--- config.mk ---
export PLATFORM = sky130hd
export DESIGN_NAME = osc_message_parser_flat
export DESIGN_NICKNAME = d
export VERILOG_FILES = /design/src/rtl/osc_pkg.sv /design/src/rtl/osc_in_if.sv /design/src/rtl/osc_out_if.sv /design/src/rtl/osc_message_parser.sv /design/src/flat_wrapper.sv
export SDC_FILE = /design/constraint.sdc
export NUM_CORES = 1
export LEC_CHECK = 0
export BUFFER_PORTS_ARGS = -buffer_cell sky130_fd_sc_hd__buf_4
export CORE_MARGIN = 4
export CORE_UTILIZATION = 30
export DETAILED_ROUTE_END_ITERATION = 10
export GPL_ROUTABILITY_DRIVEN = 1
export SYNTH_ARGS = -nofsm -noshare
export SYNTH_HDL_FRONTEND = slang
export SYNTH_SLANG_ARGS = --single-unit
--- constraint.sdc ---
create_clock -name clk -period 6.1 [get_ports clk]
set_input_delay 0.305 -clock clk [delete_from_list [all_inputs] [get_ports clk]]
set_output_delay 0.305 -clock clk [all_outputs]
set_load 0.02 [all_outputs]
--- src/rtl/osc_pkg.sv ---
// Shared constants, codes and types for the OSC message parser.
// No dependencies; compile first.
`default_nettype none

package osc_pkg;

    // Width of the byte position counter
    localparam int POSITION_BITS = 16;
    localparam logic [POSITION_BITS-1:0] POS_MAX = {POSITION_BITS{1'b1}};

    // Alignment of OSC fields is 4 bytes
    localparam int ALIGN_BITS = 2;

    // Parse phases
    localparam logic [2:0] PH_PATH      = 3'd0;
    localparam logic [2:0] PH_PATH_PAD  = 3'd1;
    localparam logic [2:0] PH_TAG_START = 3'd2;
    localparam logic [2:0] PH_TAGS      = 3'd3;
    localparam logic [2:0] PH_TAG_PAD   = 3'd4;
    localparam logic [2:0] PH_ARG       = 3'd5;
    localparam logic [2:0] PH_DROP      = 3'd6;

    // Result kinds
    localparam logic [1:0] KIND_PATH   = 2'd0;
    localparam logic [1:0] KIND_STRING = 2'd1;
    localparam logic [1:0] KIND_STATUS = 2'd2;

    // End statuses
    localparam logic [2:0] ST_DROPPED  = 3'd0;
    localparam logic [2:0] ST_NO_ARGS  = 3'd1;
    localparam logic [2:0] ST_EMPTY    = 3'd2;
    localparam logic [2:0] ST_FLOAT    = 3'd3;
    localparam logic [2:0] ST_INT      = 3'd4;
    localparam logic [2:0] ST_STRING   = 3'd5;
    localparam logic [2:0] ST_NO_VALUE = 3'd6;

    // Characters of interest
    localparam logic [7:0] CHAR_NUL   = 8'h00;
    localparam logic [7:0] CHAR_COMMA = 8'h2C;
    localparam logic [7:0] CHAR_F     = 8'h66;
    localparam logic [7:0] CHAR_I     = 8'h69;
    localparam logic [7:0] CHAR_S     = 8'h73;

    // Argument word length in bytes
    localparam logic [2:0] ARG_BYTES = 3'd4;

    typedef struct packed {
        logic [1:0]  item_kind;
        logic [7:0]  text_byte;
        logic [2:0]  end_status;
        logic [31:0] argument_word;
    } osc_result_t;

endpackage

`default_nettype wire

--- src/rtl/osc_in_if.sv ---
// Valid/ready channel carrying datagram bytes into the parser.
// Depends on nothing but the handshake convention.
`default_nettype none

interface osc_in_if;
    logic       valid;
    logic       ready;
    logic [7:0] data_byte;
    logic       end_of_datagram;

    modport source (output valid, output data_byte, output end_of_datagram, input ready);
    modport sink   (input valid, input data_byte, input end_of_datagram, output ready);
endinterface

`default_nettype wire

--- src/rtl/osc_out_if.sv ---
// Valid/ready channel carrying parser results.
// Depends on nothing but the handshake convention.
`default_nettype none

interface osc_out_if;
    logic        valid;
    logic        ready;
    logic [1:0]  item_kind;
    logic [7:0]  text_byte;
    logic [2:0]  end_status;
    logic [31:0] argument_word;

    modport source (output valid, output item_kind, output text_byte, output end_status,
                    output argument_word, input ready);
    modport sink   (input valid, input item_kind, input text_byte, input end_status,
                    input argument_word, output ready);
endinterface

`default_nettype wire

--- src/rtl/osc_message_parser.sv ---
// OSC message parser top level: byte-wise phase tracker and result queue.
// Depends on osc_pkg, osc_in_if and osc_out_if.
`default_nettype none

// Channel    Dir  Word                                      Per datagram byte
// ---------  ---  ----------------------------------------  -----------------
// datagram   in   data_byte, end_of_datagram                one word
// result     out  item_kind, text_byte, end_status,         0, 1 or 2 words
//                 argument_word
//
// One byte is taken per cycle; its phase update is done in the same cycle and
// its results go into a four-word result queue. datagram.ready is high while
// the queue has room for two words, so with result.ready held high the block
// runs at one byte per cycle; only the final byte can add a second word.
// Reset (rst_n low, asynchronous) puts the parser in the path phase and
// empties the queue. A stall on result holds the queue; once three slots are
// taken the input is held off.

module osc_message_parser
    import osc_pkg::*;
(
    input  wire logic   clk,
    input  wire logic   rst_n,
    osc_in_if.sink      datagram,
    osc_out_if.source   result
);

    // Parser state
    logic [2:0]               phase_reg,  phase_next;
    logic [POSITION_BITS-1:0] pos_reg,    pos_next;
    logic [7:0]               tag_reg,    tag_next;
    logic [1:0]               tcnt_reg,   tcnt_next;
    logic [31:0]              shift_reg,  shift_next;
    logic [2:0]               abytes_reg, abytes_next;
    logic [1:0]               sstat_reg,  sstat_next;
    logic                     ovf_reg,    ovf_next;

    // Result queue
    osc_result_t fifo_reg [4];
    logic [1:0]  wr_ptr_reg, wr_ptr_next;
    logic [1:0]  rd_ptr_reg, rd_ptr_next;
    logic [2:0]  count_reg,  count_next;

    logic        in_fire;
    logic        out_fire;
    logic        emit_text;
    logic [1:0]  text_kind;
    logic [2:0]  status;
    logic        boundary;
    logic        short_dgram;
    logic [1:0]  push_n;
    osc_result_t res0;
    osc_result_t res1;

    assign in_fire  = datagram.valid && datagram.ready;
    assign out_fire = result.valid && result.ready;

    // Next byte lands on a 4-aligned offset when this index ends in all ones
    assign boundary    = &pos_reg[ALIGN_BITS-1:0];
    // Datagram size (index + 1) below four
    assign short_dgram = (pos_reg < POSITION_BITS'(3));

    always_comb
    begin
        phase_next  = phase_reg;
        pos_next    = pos_reg;
        tag_next    = tag_reg;
        tcnt_next   = tcnt_reg;
        shift_next  = shift_reg;
        abytes_next = abytes_reg;
        sstat_next  = sstat_reg;
        ovf_next    = ovf_reg;
        emit_text   = 1'b0;
        text_kind   = KIND_PATH;
        status      = ST_DROPPED;

        // Position saturates; a byte seen at all ones trips the drop
        if (pos_reg == POS_MAX)
        begin
            ovf_next = 1'b1;
        end
        else
        begin
            pos_next = pos_reg + 1'b1;
        end
        if (ovf_next)
        begin
            phase_next = PH_DROP;
        end

        case (phase_next)
            PH_PATH:
            begin
                if (datagram.data_byte != CHAR_NUL)
                begin
                    emit_text = 1'b1;
                    text_kind = KIND_PATH;
                end
                else
                begin
                    phase_next = boundary ? PH_TAG_START : PH_PATH_PAD;
                end
            end
            PH_PATH_PAD:
            begin
                if (boundary)
                begin
                    phase_next = PH_TAG_START;
                end
            end
            PH_TAG_START:
            begin
                phase_next = (datagram.data_byte == CHAR_COMMA) ? PH_TAGS : PH_DROP;
            end
            PH_TAGS:
            begin
                if (datagram.data_byte != CHAR_NUL)
                begin
                    if (tcnt_reg == 2'd0)
                    begin
                        tag_next = datagram.data_byte;
                    end
                    if (tcnt_reg != 2'd3)
                    begin
                        tcnt_next = tcnt_reg + 2'd1;
                    end
                end
                else
                begin
                    phase_next = boundary ? PH_ARG : PH_TAG_PAD;
                end
            end
            PH_TAG_PAD:
            begin
                if (boundary)
                begin
                    phase_next = PH_ARG;
                end
            end
            PH_ARG:
            begin
                if (tcnt_reg != 2'd0 && (tag_reg == CHAR_F || tag_reg == CHAR_I))
                begin
                    if (abytes_reg < ARG_BYTES)
                    begin
                        shift_next  = {shift_reg[23:0], datagram.data_byte};
                        abytes_next = abytes_reg + 3'd1;
                    end
                end
                else if (tcnt_reg != 2'd0 && tag_reg == CHAR_S)
                begin
                    if (!sstat_reg[1])
                    begin
                        if (datagram.data_byte != CHAR_NUL)
                        begin
                            emit_text     = 1'b1;
                            text_kind     = KIND_STRING;
                            sstat_next[0] = 1'b1;
                        end
                        else
                        begin
                            sstat_next[1] = 1'b1;
                        end
                    end
                end
            end
            default:
            begin
            end
        endcase

        // Status as it would stand if this byte closed the datagram
        if (!(ovf_next || short_dgram))
        begin
            case (phase_next)
                PH_PATH_PAD, PH_TAG_START:
                begin
                    status = ST_NO_ARGS;
                end
                PH_ARG:
                begin
                    if (tcnt_next == 2'd0)
                    begin
                        status = ST_EMPTY;
                    end
                    else if (tag_next == CHAR_F)
                    begin
                        status = (abytes_next >= ARG_BYTES) ? ST_FLOAT : ST_NO_VALUE;
                    end
                    else if (tag_next == CHAR_I)
                    begin
                        status = (abytes_next >= ARG_BYTES) ? ST_INT : ST_NO_VALUE;
                    end
                    else if (tag_next == CHAR_S)
                    begin
                        status = (sstat_next == 2'b11) ? ST_STRING : ST_NO_VALUE;
                    end
                    else
                    begin
                        status = ST_NO_VALUE;
                    end
                end
                default:
                begin
                    status = ST_DROPPED;
                end
            endcase
        end

        // The result words
        res1.item_kind     = KIND_STATUS;
        res1.text_byte     = 8'h00;
        res1.end_status    = status;
        res1.argument_word = (status == ST_FLOAT || status == ST_INT) ? shift_next : 32'h0;

        if (emit_text)
        begin
            res0.item_kind     = text_kind;
            res0.text_byte     = datagram.data_byte;
            res0.end_status    = ST_DROPPED;
            res0.argument_word = 32'h0;
        end
        else
        begin
            res0 = res1;
        end

        // Final byte: everything back to its start value
        if (datagram.end_of_datagram)
        begin
            phase_next  = PH_PATH;
            pos_next    = '0;
            tag_next    = 8'h00;
            tcnt_next   = 2'd0;
            shift_next  = 32'h0;
            abytes_next = 3'd0;
            sstat_next  = 2'b00;
            ovf_next    = 1'b0;
        end
    end

    assign push_n = in_fire ? (2'(emit_text) + 2'(datagram.end_of_datagram)) : 2'd0;

    always_comb
    begin
        wr_ptr_next = wr_ptr_reg + push_n;
        rd_ptr_next = rd_ptr_reg + 2'(out_fire);
        count_next  = count_reg + 3'(push_n) - 3'(out_fire);
    end

    always_ff @(posedge clk or negedge rst_n)
    begin
        if (!rst_n)
        begin
            phase_reg  <= PH_PATH;
            pos_reg    <= '0;
            tag_reg    <= 8'h00;
            tcnt_reg   <= 2'd0;
            shift_reg  <= 32'h0;
            abytes_reg <= 3'd0;
            sstat_reg  <= 2'b00;
            ovf_reg    <= 1'b0;
            wr_ptr_reg <= 2'd0;
            rd_ptr_reg <= 2'd0;
            count_reg  <= 3'd0;
        end
        else
        begin
            if (in_fire)
            begin
                phase_reg  <= phase_next;
                pos_reg    <= pos_next;
                tag_reg    <= tag_next;
                tcnt_reg   <= tcnt_next;
                shift_reg  <= shift_next;
                abytes_reg <= abytes_next;
                sstat_reg  <= sstat_next;
                ovf_reg    <= ovf_next;
            end
            wr_ptr_reg <= wr_ptr_next;
            rd_ptr_reg <= rd_ptr_next;
            count_reg  <= count_next;
        end
    end

    // Queue storage, no reset needed
    always_ff @(posedge clk)
    begin
        if (push_n != 2'd0)
        begin
            fifo_reg[wr_ptr_reg] <= res0;
        end
        if (push_n == 2'd2)
        begin
            fifo_reg[wr_ptr_reg + 2'd1] <= res1;
        end
    end

    // Room for two words means any byte can be taken
    assign datagram.ready = (count_reg <= 3'd2);

    assign result.valid         = (count_reg != 3'd0);
    assign result.item_kind     = fifo_reg[rd_ptr_reg].item_kind;
    assign result.text_byte     = fifo_reg[rd_ptr_reg].text_byte;
    assign result.end_status    = fifo_reg[rd_ptr_reg].end_status;
    assign result.argument_word = fifo_reg[rd_ptr_reg].argument_word;

endmodule

`default_nettype wire

--- src/flat_wrapper.sv ---
// flat-port wrapper written by rule: the top's interface ports become plain ports
module osc_message_parser_flat import osc_pkg::*;
  (clk, rst_n, datagram_valid, datagram_data_byte, datagram_end_of_datagram, datagram_ready, result_valid, result_item_kind, result_text_byte, result_end_status, result_argument_word, result_ready);
  osc_in_if datagram_i ();
  osc_out_if result_i ();
  input  wire logic clk;
  input  wire logic rst_n;
  input wire logic [$bits(datagram_i.valid)-1:0] datagram_valid;
  input wire logic [$bits(datagram_i.data_byte)-1:0] datagram_data_byte;
  input wire logic [$bits(datagram_i.end_of_datagram)-1:0] datagram_end_of_datagram;
  output wire logic [$bits(datagram_i.ready)-1:0] datagram_ready;
  output wire logic [$bits(result_i.valid)-1:0] result_valid;
  output wire logic [$bits(result_i.item_kind)-1:0] result_item_kind;
  output wire logic [$bits(result_i.text_byte)-1:0] result_text_byte;
  output wire logic [$bits(result_i.end_status)-1:0] result_end_status;
  output wire logic [$bits(result_i.argument_word)-1:0] result_argument_word;
  input wire logic [$bits(result_i.ready)-1:0] result_ready;
  assign datagram_i.valid = datagram_valid;
  assign datagram_i.data_byte = datagram_data_byte;
  assign datagram_i.end_of_datagram = datagram_end_of_datagram;
  assign datagram_ready = datagram_i.ready;
  assign result_valid = result_i.valid;
  assign result_item_kind = result_i.item_kind;
  assign result_text_byte = result_i.text_byte;
  assign result_end_status = result_i.end_status;
  assign result_argument_word = result_i.argument_word;
  assign result_i.ready = result_ready;
  osc_message_parser u_core (.clk(clk), .rst_n(rst_n), .datagram(datagram_i), .result(result_i));
endmodule
; ---- Word-level counts from Yosys, hierarchy flattened
; Memories as Yosys holds them, arrays and structs flattened.
; Index checks and enable logic that the tools add are counted.
; W data, S select, Z words.
[op_classes]
order_cmp = 4
n_addsub = 9
mux = 63
n_eq_ne = 22
n_reduce_logical = 17
[ops]
columns = op, n
row1 = $mux W32, 5
row2 = $mux W3, 17
row3 = $eq A8 B7 Y1 const B, 6
row4 = $mux W45, 1
row5 = $mux W2, 17
row6 = $mux W16, 2
row7 = $mux W8, 4
row8 = $add A16 B1 Y16 const B, 1
row9 = $eq A16 B16 Y1 const B, 1
row10 = $lt A16 B2 Y1 const B, 1
row11 = $pmux W3 S5, 1
row12 = $mux W1, 14
row13 = $eq A3 B2 Y1 const B, 4
row14 = $eq A3 B3 Y1 const B, 4
row15 = $eq A8 B6 Y1 const B, 1
row16 = $reduce_bool A8 Y1, 1
row17 = $eq A3 B1 Y1 const B, 2
row18 = $pmux W3 S2, 1
row19 = $add A2 B1 Y2 const B, 2
row20 = $eq A2 B2 Y1 const B, 2
row21 = $logic_and A1 B1 Y1, 4
row22 = $logic_not A2 Y1, 2
row23 = $ne A2 B2 Y1 const B, 2
row24 = $reduce_and A2 Y1, 2
row25 = other kinds (15), 18
[word_totals]
ram_bits = 180
reg_bits = 74
elab_cells = 127
memories = 1
[mem_list]
columns = name, depth, word_bits, rd, rd_clocked_by_memory_dff, write_ports, line_no
row1 = u_core.fifo_reg, 4, 45, 1, 0, 2, osc_message_parser.sv:39  ; osc_result_t fifo_reg [4];

; ---- Logic depth before layout (Yosys ltp)
; Gate-level depths: netlist of the first run.
[depth]
ltp_word = 18
ltp_mapped = 17

; ---- Worst setup path after synthesis of the first run
; Ideal clock, no wire load.
[synth_timing]
path_type = reg2reg
start = register u_core.pos_reg[0]
end = memory u_core.fifo_reg[3][32] (netlist name) (data pin)
synth_period_minus_slack_ns = 4.074
arrival_ns = 3.923
path_stages_with_launch = 17
setup_slack_ns = 2.026
cell_sequence = dfrtp_1 > ha_1 > buf_2 > and3_1 > and3_1 > buf_4 > a211oi_4 > o21ai_2 > inv_1 > ha_1 > nor2b_1 > a21oi_1 > or3_1 > clkbuf_1 > inv_1 > nand2_1 > a21oi_1
[synth_lines]
columns = element, line_no
row1 = from (decl), osc_message_parser.sv:30  ; logic [POSITION_BITS-1:0] pos_reg, pos_next;
row2 = from (signal assigned), osc_message_parser.sv:272  ; pos_reg <= pos_next;
row3 = to (decl), osc_message_parser.sv:39

==> results of run 1 <==
-- final cells by class --
| type | count | area share |
|---|---|---|
| well taps | 525 | 0.0473 |
| inverters | 18 | 0.00487 |
| repair buffers | 79 | 0.0429 |
| clock buffers | 44 | 0.0633 |
| flip-flops and latches | 254 | 0.494 |
| clock inverters | 10 | 0.00496 |
| multi-input cells | 617 | 0.343 |
-- cell usage in the layout, fill, tap and decap left out, types with 39 or more instances in the layout --
master and n:
a21oi_1 117, a22o_1 39, buf_4 78, dfrtp_1 72
dfxtp_1 40, edfxtp_1 140, mux4_2 45, nand2_1 80
nor2_1 46, o21ai_0 47
-- per-stage QoR --
step / std cells / power (mW) / util / cell area (um^2)
final: 1547 / 5.79 / 0.349 / 13900
after detailed placement: 1492 / 4.15 / 0.325 / 12900
after CTS: 1547 / 5.87 / 0.349 / 13900
after global placement: 1492 / 4.12 / 0.325 / 12900
after global routing: 1547 / 6.06 / 0.349 / 13900
after floorplan: 966 / 3.47 / - / 12000
-- report_power, final --
group,internal [mW],switching [mW]
Combinational,0.788,0.983
Clock,1.00,0.712
Sequential,2.11,0.196
-- worst min path at each step --
stage,start,to,slack [ns],cells after the start
after floorplan,rst_n,u_core.abytes_reg[0]$_DFFE_PN0P_,0.009,0
after global placement,u_core.fifo_reg[0][44]$_SDFFE_PP1P_,u_core.fifo_reg[0][44]$_SDFFE_PP1P_,0.43,2
after detailed placement,u_core.fifo_reg[1][43]$_SDFFE_PP0P_,u_core.fifo_reg[1][43]$_SDFFE_PP0P_,0.44,2
after CTS,datagram_data_byte[3],u_core.fifo_reg[3][38]$_SDFFE_PP0P_,0.10,2
after global routing,datagram_data_byte[3],u_core.fifo_reg[3][38]$_SDFFE_PP0P_,0.11,2
final,datagram_data_byte[3],u_core.fifo_reg[1][38]$_SDFFE_PP0P_,0.12,2
-- worst reg2reg max path, delay by kind of cell, from the launching register on --
kind | cells | cell delay, ns
AND/OR/NAND/NOR | 7 | 2.84
adder cells (fa/ha/maj) | 1 | 0.32
buffers and inverters | 1 | 0.20
AO/OA/AOI/OAI | 3 | 0.61
flip-flops | 1 | 0.58
-- layer usage --
metal,wire [um],track usage,vias to the layer above
met3,1610,0.0225,61
li1,-,-,3757
met1,13600,0.188,4208
met5,0,0,-
met4,692,0.0347,0
met2,15200,0.234,229
-- timing repair --
item,4_1_cts,5_1_grt
hold buffers,1,0
setup buffers,0,0
endpoints found under the hold margin,74,0
-- cells by family after synthesis --
| group | count (synthesis) | share of synthesized area |
|---|---|---|
| and+or+nand+nor | 202 | 0.0827 |
| DFF | 254 | 0.570 |
| AOI/OAI and AO/OA | 307 | 0.172 |
| xor gates and xnor gates | 18 | 0.0131 |
| adders and majority gates | 9 | 0.00998 |
| buffers and inverters | 95 | 0.0376 |
| muxes | 81 | 0.115 |
==> impl_metrics.toml, run 1 <==
[run_status]
status = "complete, no violations"

[placed_design]
dpl_worst_slack_ns = 1.48
gp_congestion = 0.773
hpwlAfterDp_mm = 18.5
io_buffers = 59

[global_routing]
grt_max_degree = 75
grt_first_pass_wirelength_mm = 48.7
antenna_found_initial = 0
overflow = 0
grt_usage = 0.139
grt_pass1_vias = 8435

[worst_setup_path]
rr_startpoint = "u_core.phase_reg[2]$_DFFE_PN0P_"
critical_path_depth = 12
slowest_delay_ns = 1.22
critPathKind = "register to register"
critPathCapture = "u_core.fifo_reg[2][2]$_DFFE_PP_"
endpoint_kind = "register"
r2r_slack_ns = 1.41
cp.arrival_ns = 5.09
required_ns = 6.50
cp_slowest_cell = "or4_2"
critPathTopFamily = "simple AND/OR/NAND/NOR gates"
r2r_end = "u_core.fifo_reg[2][2]$_DFFE_PP_"
path_max_fanout = 32
cp-start-kind = "register"
critPathMostFrequentCell = "nand2_1"
path_buf_inv = 1
critPathLaunch = "u_core.phase_reg[2]$_DFFE_PN0P_"
path_cells = "nand2_1 -> nor3_1 -> nor3b_1 -> o21ai_2 -> inv_1 -> ha_1 -> nor2b_1 -> nand2_1 -> nor2_1 -> a2bb2oi_2 -> or4_2 -> a21oi_2"
r2r_cells = 12

[synth]
synth_top_area_share = 0.349
synth_edf_count = 140
ys_types = 76
synth_warnings = 0
synth.area.top_cells = "edfxtp_1 35%, dfrtp_1 15%, mux4_2 8.4%"
synthCells = 966
netlist_area_mm2 = 0.0120
synthArstFlopShare = 0.291
yosysTopAreaCell = "edfxtp_1"
synth-seq-cells = 254
syn_nets = 988
ys_top_cells_by_count = "140 x edfxtp_1, 117 x a21oi_1, 81 x nand2_1, 74 x dfrtp_1, 50 x clkbuf_1"
synth-seq-area-share = 0.570
synth_most_common_cell = "edfxtp_1"
syn_area_per_cell_um2 = 12.5
yosys_most_used_dff = "edfxtp_1"

[sta]
setup_viol = 0
finalHoldViolCount = 0
layout_setup_ws_ns = 1.41
tightestPinTransition_ns = 1.11
slew_headroom = 0.253
clock_skew_ns = 0.0223
maxSlewViolCount = 0
fmax_mhz = 213
whs_ns = 0.124
grt_setup_unrepaired = "false"
period_share = 0.769
tns_ns = 0
min_period_ns = 4.69

[power]
peakVddDrop_v = 0.000211
p_leak_nw = 4.92
cellPowerDensity_mw_per_mm2 = 417

[route]
dr.pass1.iters = 5
routed_wl_mm = 31.1
drt-wirelength-per-cell_um = 20.1
postRouteAntennaNets = 0
vias = 8255
drtIter0Drc = 695
drc = 0
viasPerCell = 5.34

[run]
cap_viol_max_count = 0

[clocking]
cts_buffer_depth = 3
cts.sink_count = 254
path_clk_slew_ns = 0.06
cts_root_buf = "clkbuf_16"
post_cts_resized = 0
numCtsBuffers = 29
htreeDepth = 1
clk-insertion-delay-late_ns = 0.56
cts_tree = "built"

[die]
ios = 60
die_y_um = 208
coreArea_mm2 = 0.0397
start_util = 0.303
rows = 73
dieWidth_um = 208
fp.dieArea_mm2 = 0.0434

[layout]
drive_gt1_frac = 0.219
final_nets = 1021
fillers = 3885
syn2layout_area_growth_pct = 15.4
num_antenna_cells = 0
multiInputGateArea_mm2 = 0.00476
largest_register_ffs = 180
regArea_mm2 = 0.00686

[hold_path]
hold_class = "input port to register"
Power figures use the tool's default switching activity.
==> inputs of run 2 (changes only) <==
clock period = 4.42 ns   (was 6.1 ns; I/O delays follow)
==> run 2 against run 1 <==
Against the previous run: worst setup slack got worse by 1.2 ns; clock power up 46%; clock skew is 0.0038 ns higher; non-clock buffer count increased by 18; critical endpoint is now u_core.fifo_reg[2][6]$_DFFE_PP_.
==> impl_metrics.toml, run 2 (same netlist as run 1, synthesis figures left out) <==
[sta]
period_share = 0.945
min_period_ns = 4.18
maxSlewViolCount = 0
clock_skew_ns = 0.0261
tns_ns = 0
tightestPinTransition_ns = 1.04
setup_viol = 0
layout_setup_ws_ns = 0.243
fmax_mhz = 239
grt_setup_unrepaired = "true"
finalHoldViolCount = 0
slew_headroom = 0.308

[worst_setup_path]
cp_slowest_cell = "o211ai_2"
path_cells = "nand4bb_1 -> or4b_1 -> nor3b_1 -> o21ai_2 -> inv_1 -> ha_1 -> nor2_1 -> nor3_1 -> nand2_1 -> a2bb2oi_2 -> nor3_2 -> o211ai_2 -> a21oi_2"
slowest_delay_ns = 0.53
endpoint_kind = "register"
rr_startpoint = "u_core.tag_reg[2]$_DFFE_PN0P_"
cp.arrival_ns = 4.60
path_max_fanout = 10
required_ns = 4.84
cp-start-kind = "register"
critPathLaunch = "u_core.tag_reg[2]$_DFFE_PN0P_"
critPathKind = "register to register"

[layout]
layout_commonest_cell = "edfxtp_1"
final_nets = 1041
final_cell_mix = "140 x edfxtp_1, 117 x a21oi_1, 90 x buf_4"
drive_gt1_frac = 0.241
num_antenna_cells = 0
syn2layout_area_growth_pct = 17.8
largest_register_ffs = 180
postLayoutCellArea_mm2 = 0.0142

[run]
cap_viol_max_count = 0

[power]
p_seq_frac = 0.387
cellPowerDensity_mw_per_mm2 = 577
combPwrFrac = 0.308
peakVddDrop_v = 0.000301
p_leak_nw = 5.07
clkPwrFrac = 0.304
p_sw_mw = 2.65
p_int_mw = 5.53
p_sw_frac = 0.324

[placed_design]
dpl_worst_slack_ns = 0.306
gp_congestion = 0.802
place_area_mm2 = 0.0131
io_buffers = 59
hpwlAfterDp_mm = 18.8

[die]
rows = 73
fp.dieArea_mm2 = 0.0434
coreArea_mm2 = 0.0397
ios = 60
dieWidth_um = 208
die_y_um = 208
start_util = 0.303

[global_routing]
grt_max_degree = 75
grt_first_pass_wirelength_mm = 49.4
grt_pass1_vias = 8444
grt_usage = 0.141
overflow = 0
antenna_found_initial = 0

[clocking]
cts_tree = "built"
path_clk_slew_ns = 0.06
numCtsBuffers = 30
cts.sink_count = 254
clk-insertion-delay-late_ns = 0.57
htreeDepth = 1
cts_root_buf = "clkbuf_16"
cts_buffer_depth = 3

[route]
dr.pass1.iters = 4
drtIter0Drc = 682
vias = 8424
drc = 0
drt-wirelength-per-cell_um = 20.1
postRouteAntennaNets = 0
viasPerCell = 5.37
routed_wl_mm = 31.5

[hold_path]
worstHoldStart = "datagram_data_byte[7]"
hold_class = "input port to register"

[run_status]
status = "complete, no violations"
run 2: changes by cell type in the layout (fill, tap and decap cells not counted), moves of 3 or more:
cell,change
clkbuf_1,-3
buf_4,+12
clkbuf_8,+3
clkinv_1,-3
clkinv_2,+5
buf_12,+5
run 2: metrics by stage:
stage	total power [mW]	utilization	instances	hold slack, ns
floorplan	4.79	-	966	-0.0746
global placement	5.73	0.330	1509	0.432
detailed placement	5.76	0.330	1509	0.437
CTS	8.27	0.356	1567	0.0120
global route	8.57	0.357	1568	0.0299
finish	8.18	0.357	1568	0.0436
run 2: cell type report:
cell class	instances	area (um^2)
sequential	254	6860
fill	3912	25600
timing repair buffer	97	796
inverter	18	67.6
clock buffer	44	907
clock inverter	12	116
multi-input combinational	618	4780
tap	525	657
run 2: worst max-delay path, delay by kind of cell (launching register included):
family / cells / cell delay, ns
fa+ha+maj: 1 / 0.25
compound gates: 4 / 1.19
buf+inv: 1 / 0.19
simple gates: 7 / 2.01
flops: 1 / 0.41
run 2: power groups by stage:
stage	registers, mW	logic, mW	clock network, mW
2_1_floorplan	3.06	1.73	0
3_3_place_gp	3.19	2.54	0
3_5_place_dp	3.21	2.56	0
4_1_cts	3.17	2.57	2.54
5_1_grt	3.21	2.73	2.63
6_report	3.17	2.52	2.49
run 2: path summary, 6_finish.rpt:
| check | endpoint | slack, ns | cells after the start |
|---|---|---|---|
| max | u_core.fifo_reg[2][6]$_DFFE_PP_ | 0.24 | 13 |
| min | u_core.fifo_reg[0][42]$_SDFFE_PP0P_ | 0.04 | 2 |
| max reg2reg | u_core.fifo_reg[2][6]$_DFFE_PP_ | 0.24 | 13 |
| min reg2reg | u_core.fifo_reg[0][44]$_SDFFE_PP1P_ | 0.45 | 2 |
| max in group asynchronous | u_core.rd_ptr_reg[1]$_DFF_PN0_ | 3.33 | 2 |
| min in group asynchronous | u_core.pos_reg[5]$_DFFE_PN0P_ | 0.35 | 2 |
run 2: per-layer routing:
metal  global-route usage  part of all wire  wire length [um]
met1                0.193              0.44             13800
met2                0.238              0.49             15600
met3               0.0211             0.051              1610
met4               0.0299             0.018               566
met5                    0                 0                 0
run 2: timing repair:
action | CTS | global route
hold buffers | 2 | 0
setup endpoints to repair | 0 | 15
hold endpoints to repair | 76 | 0
buffers inserted | 0 | 0
resized for setup | 0 | 1
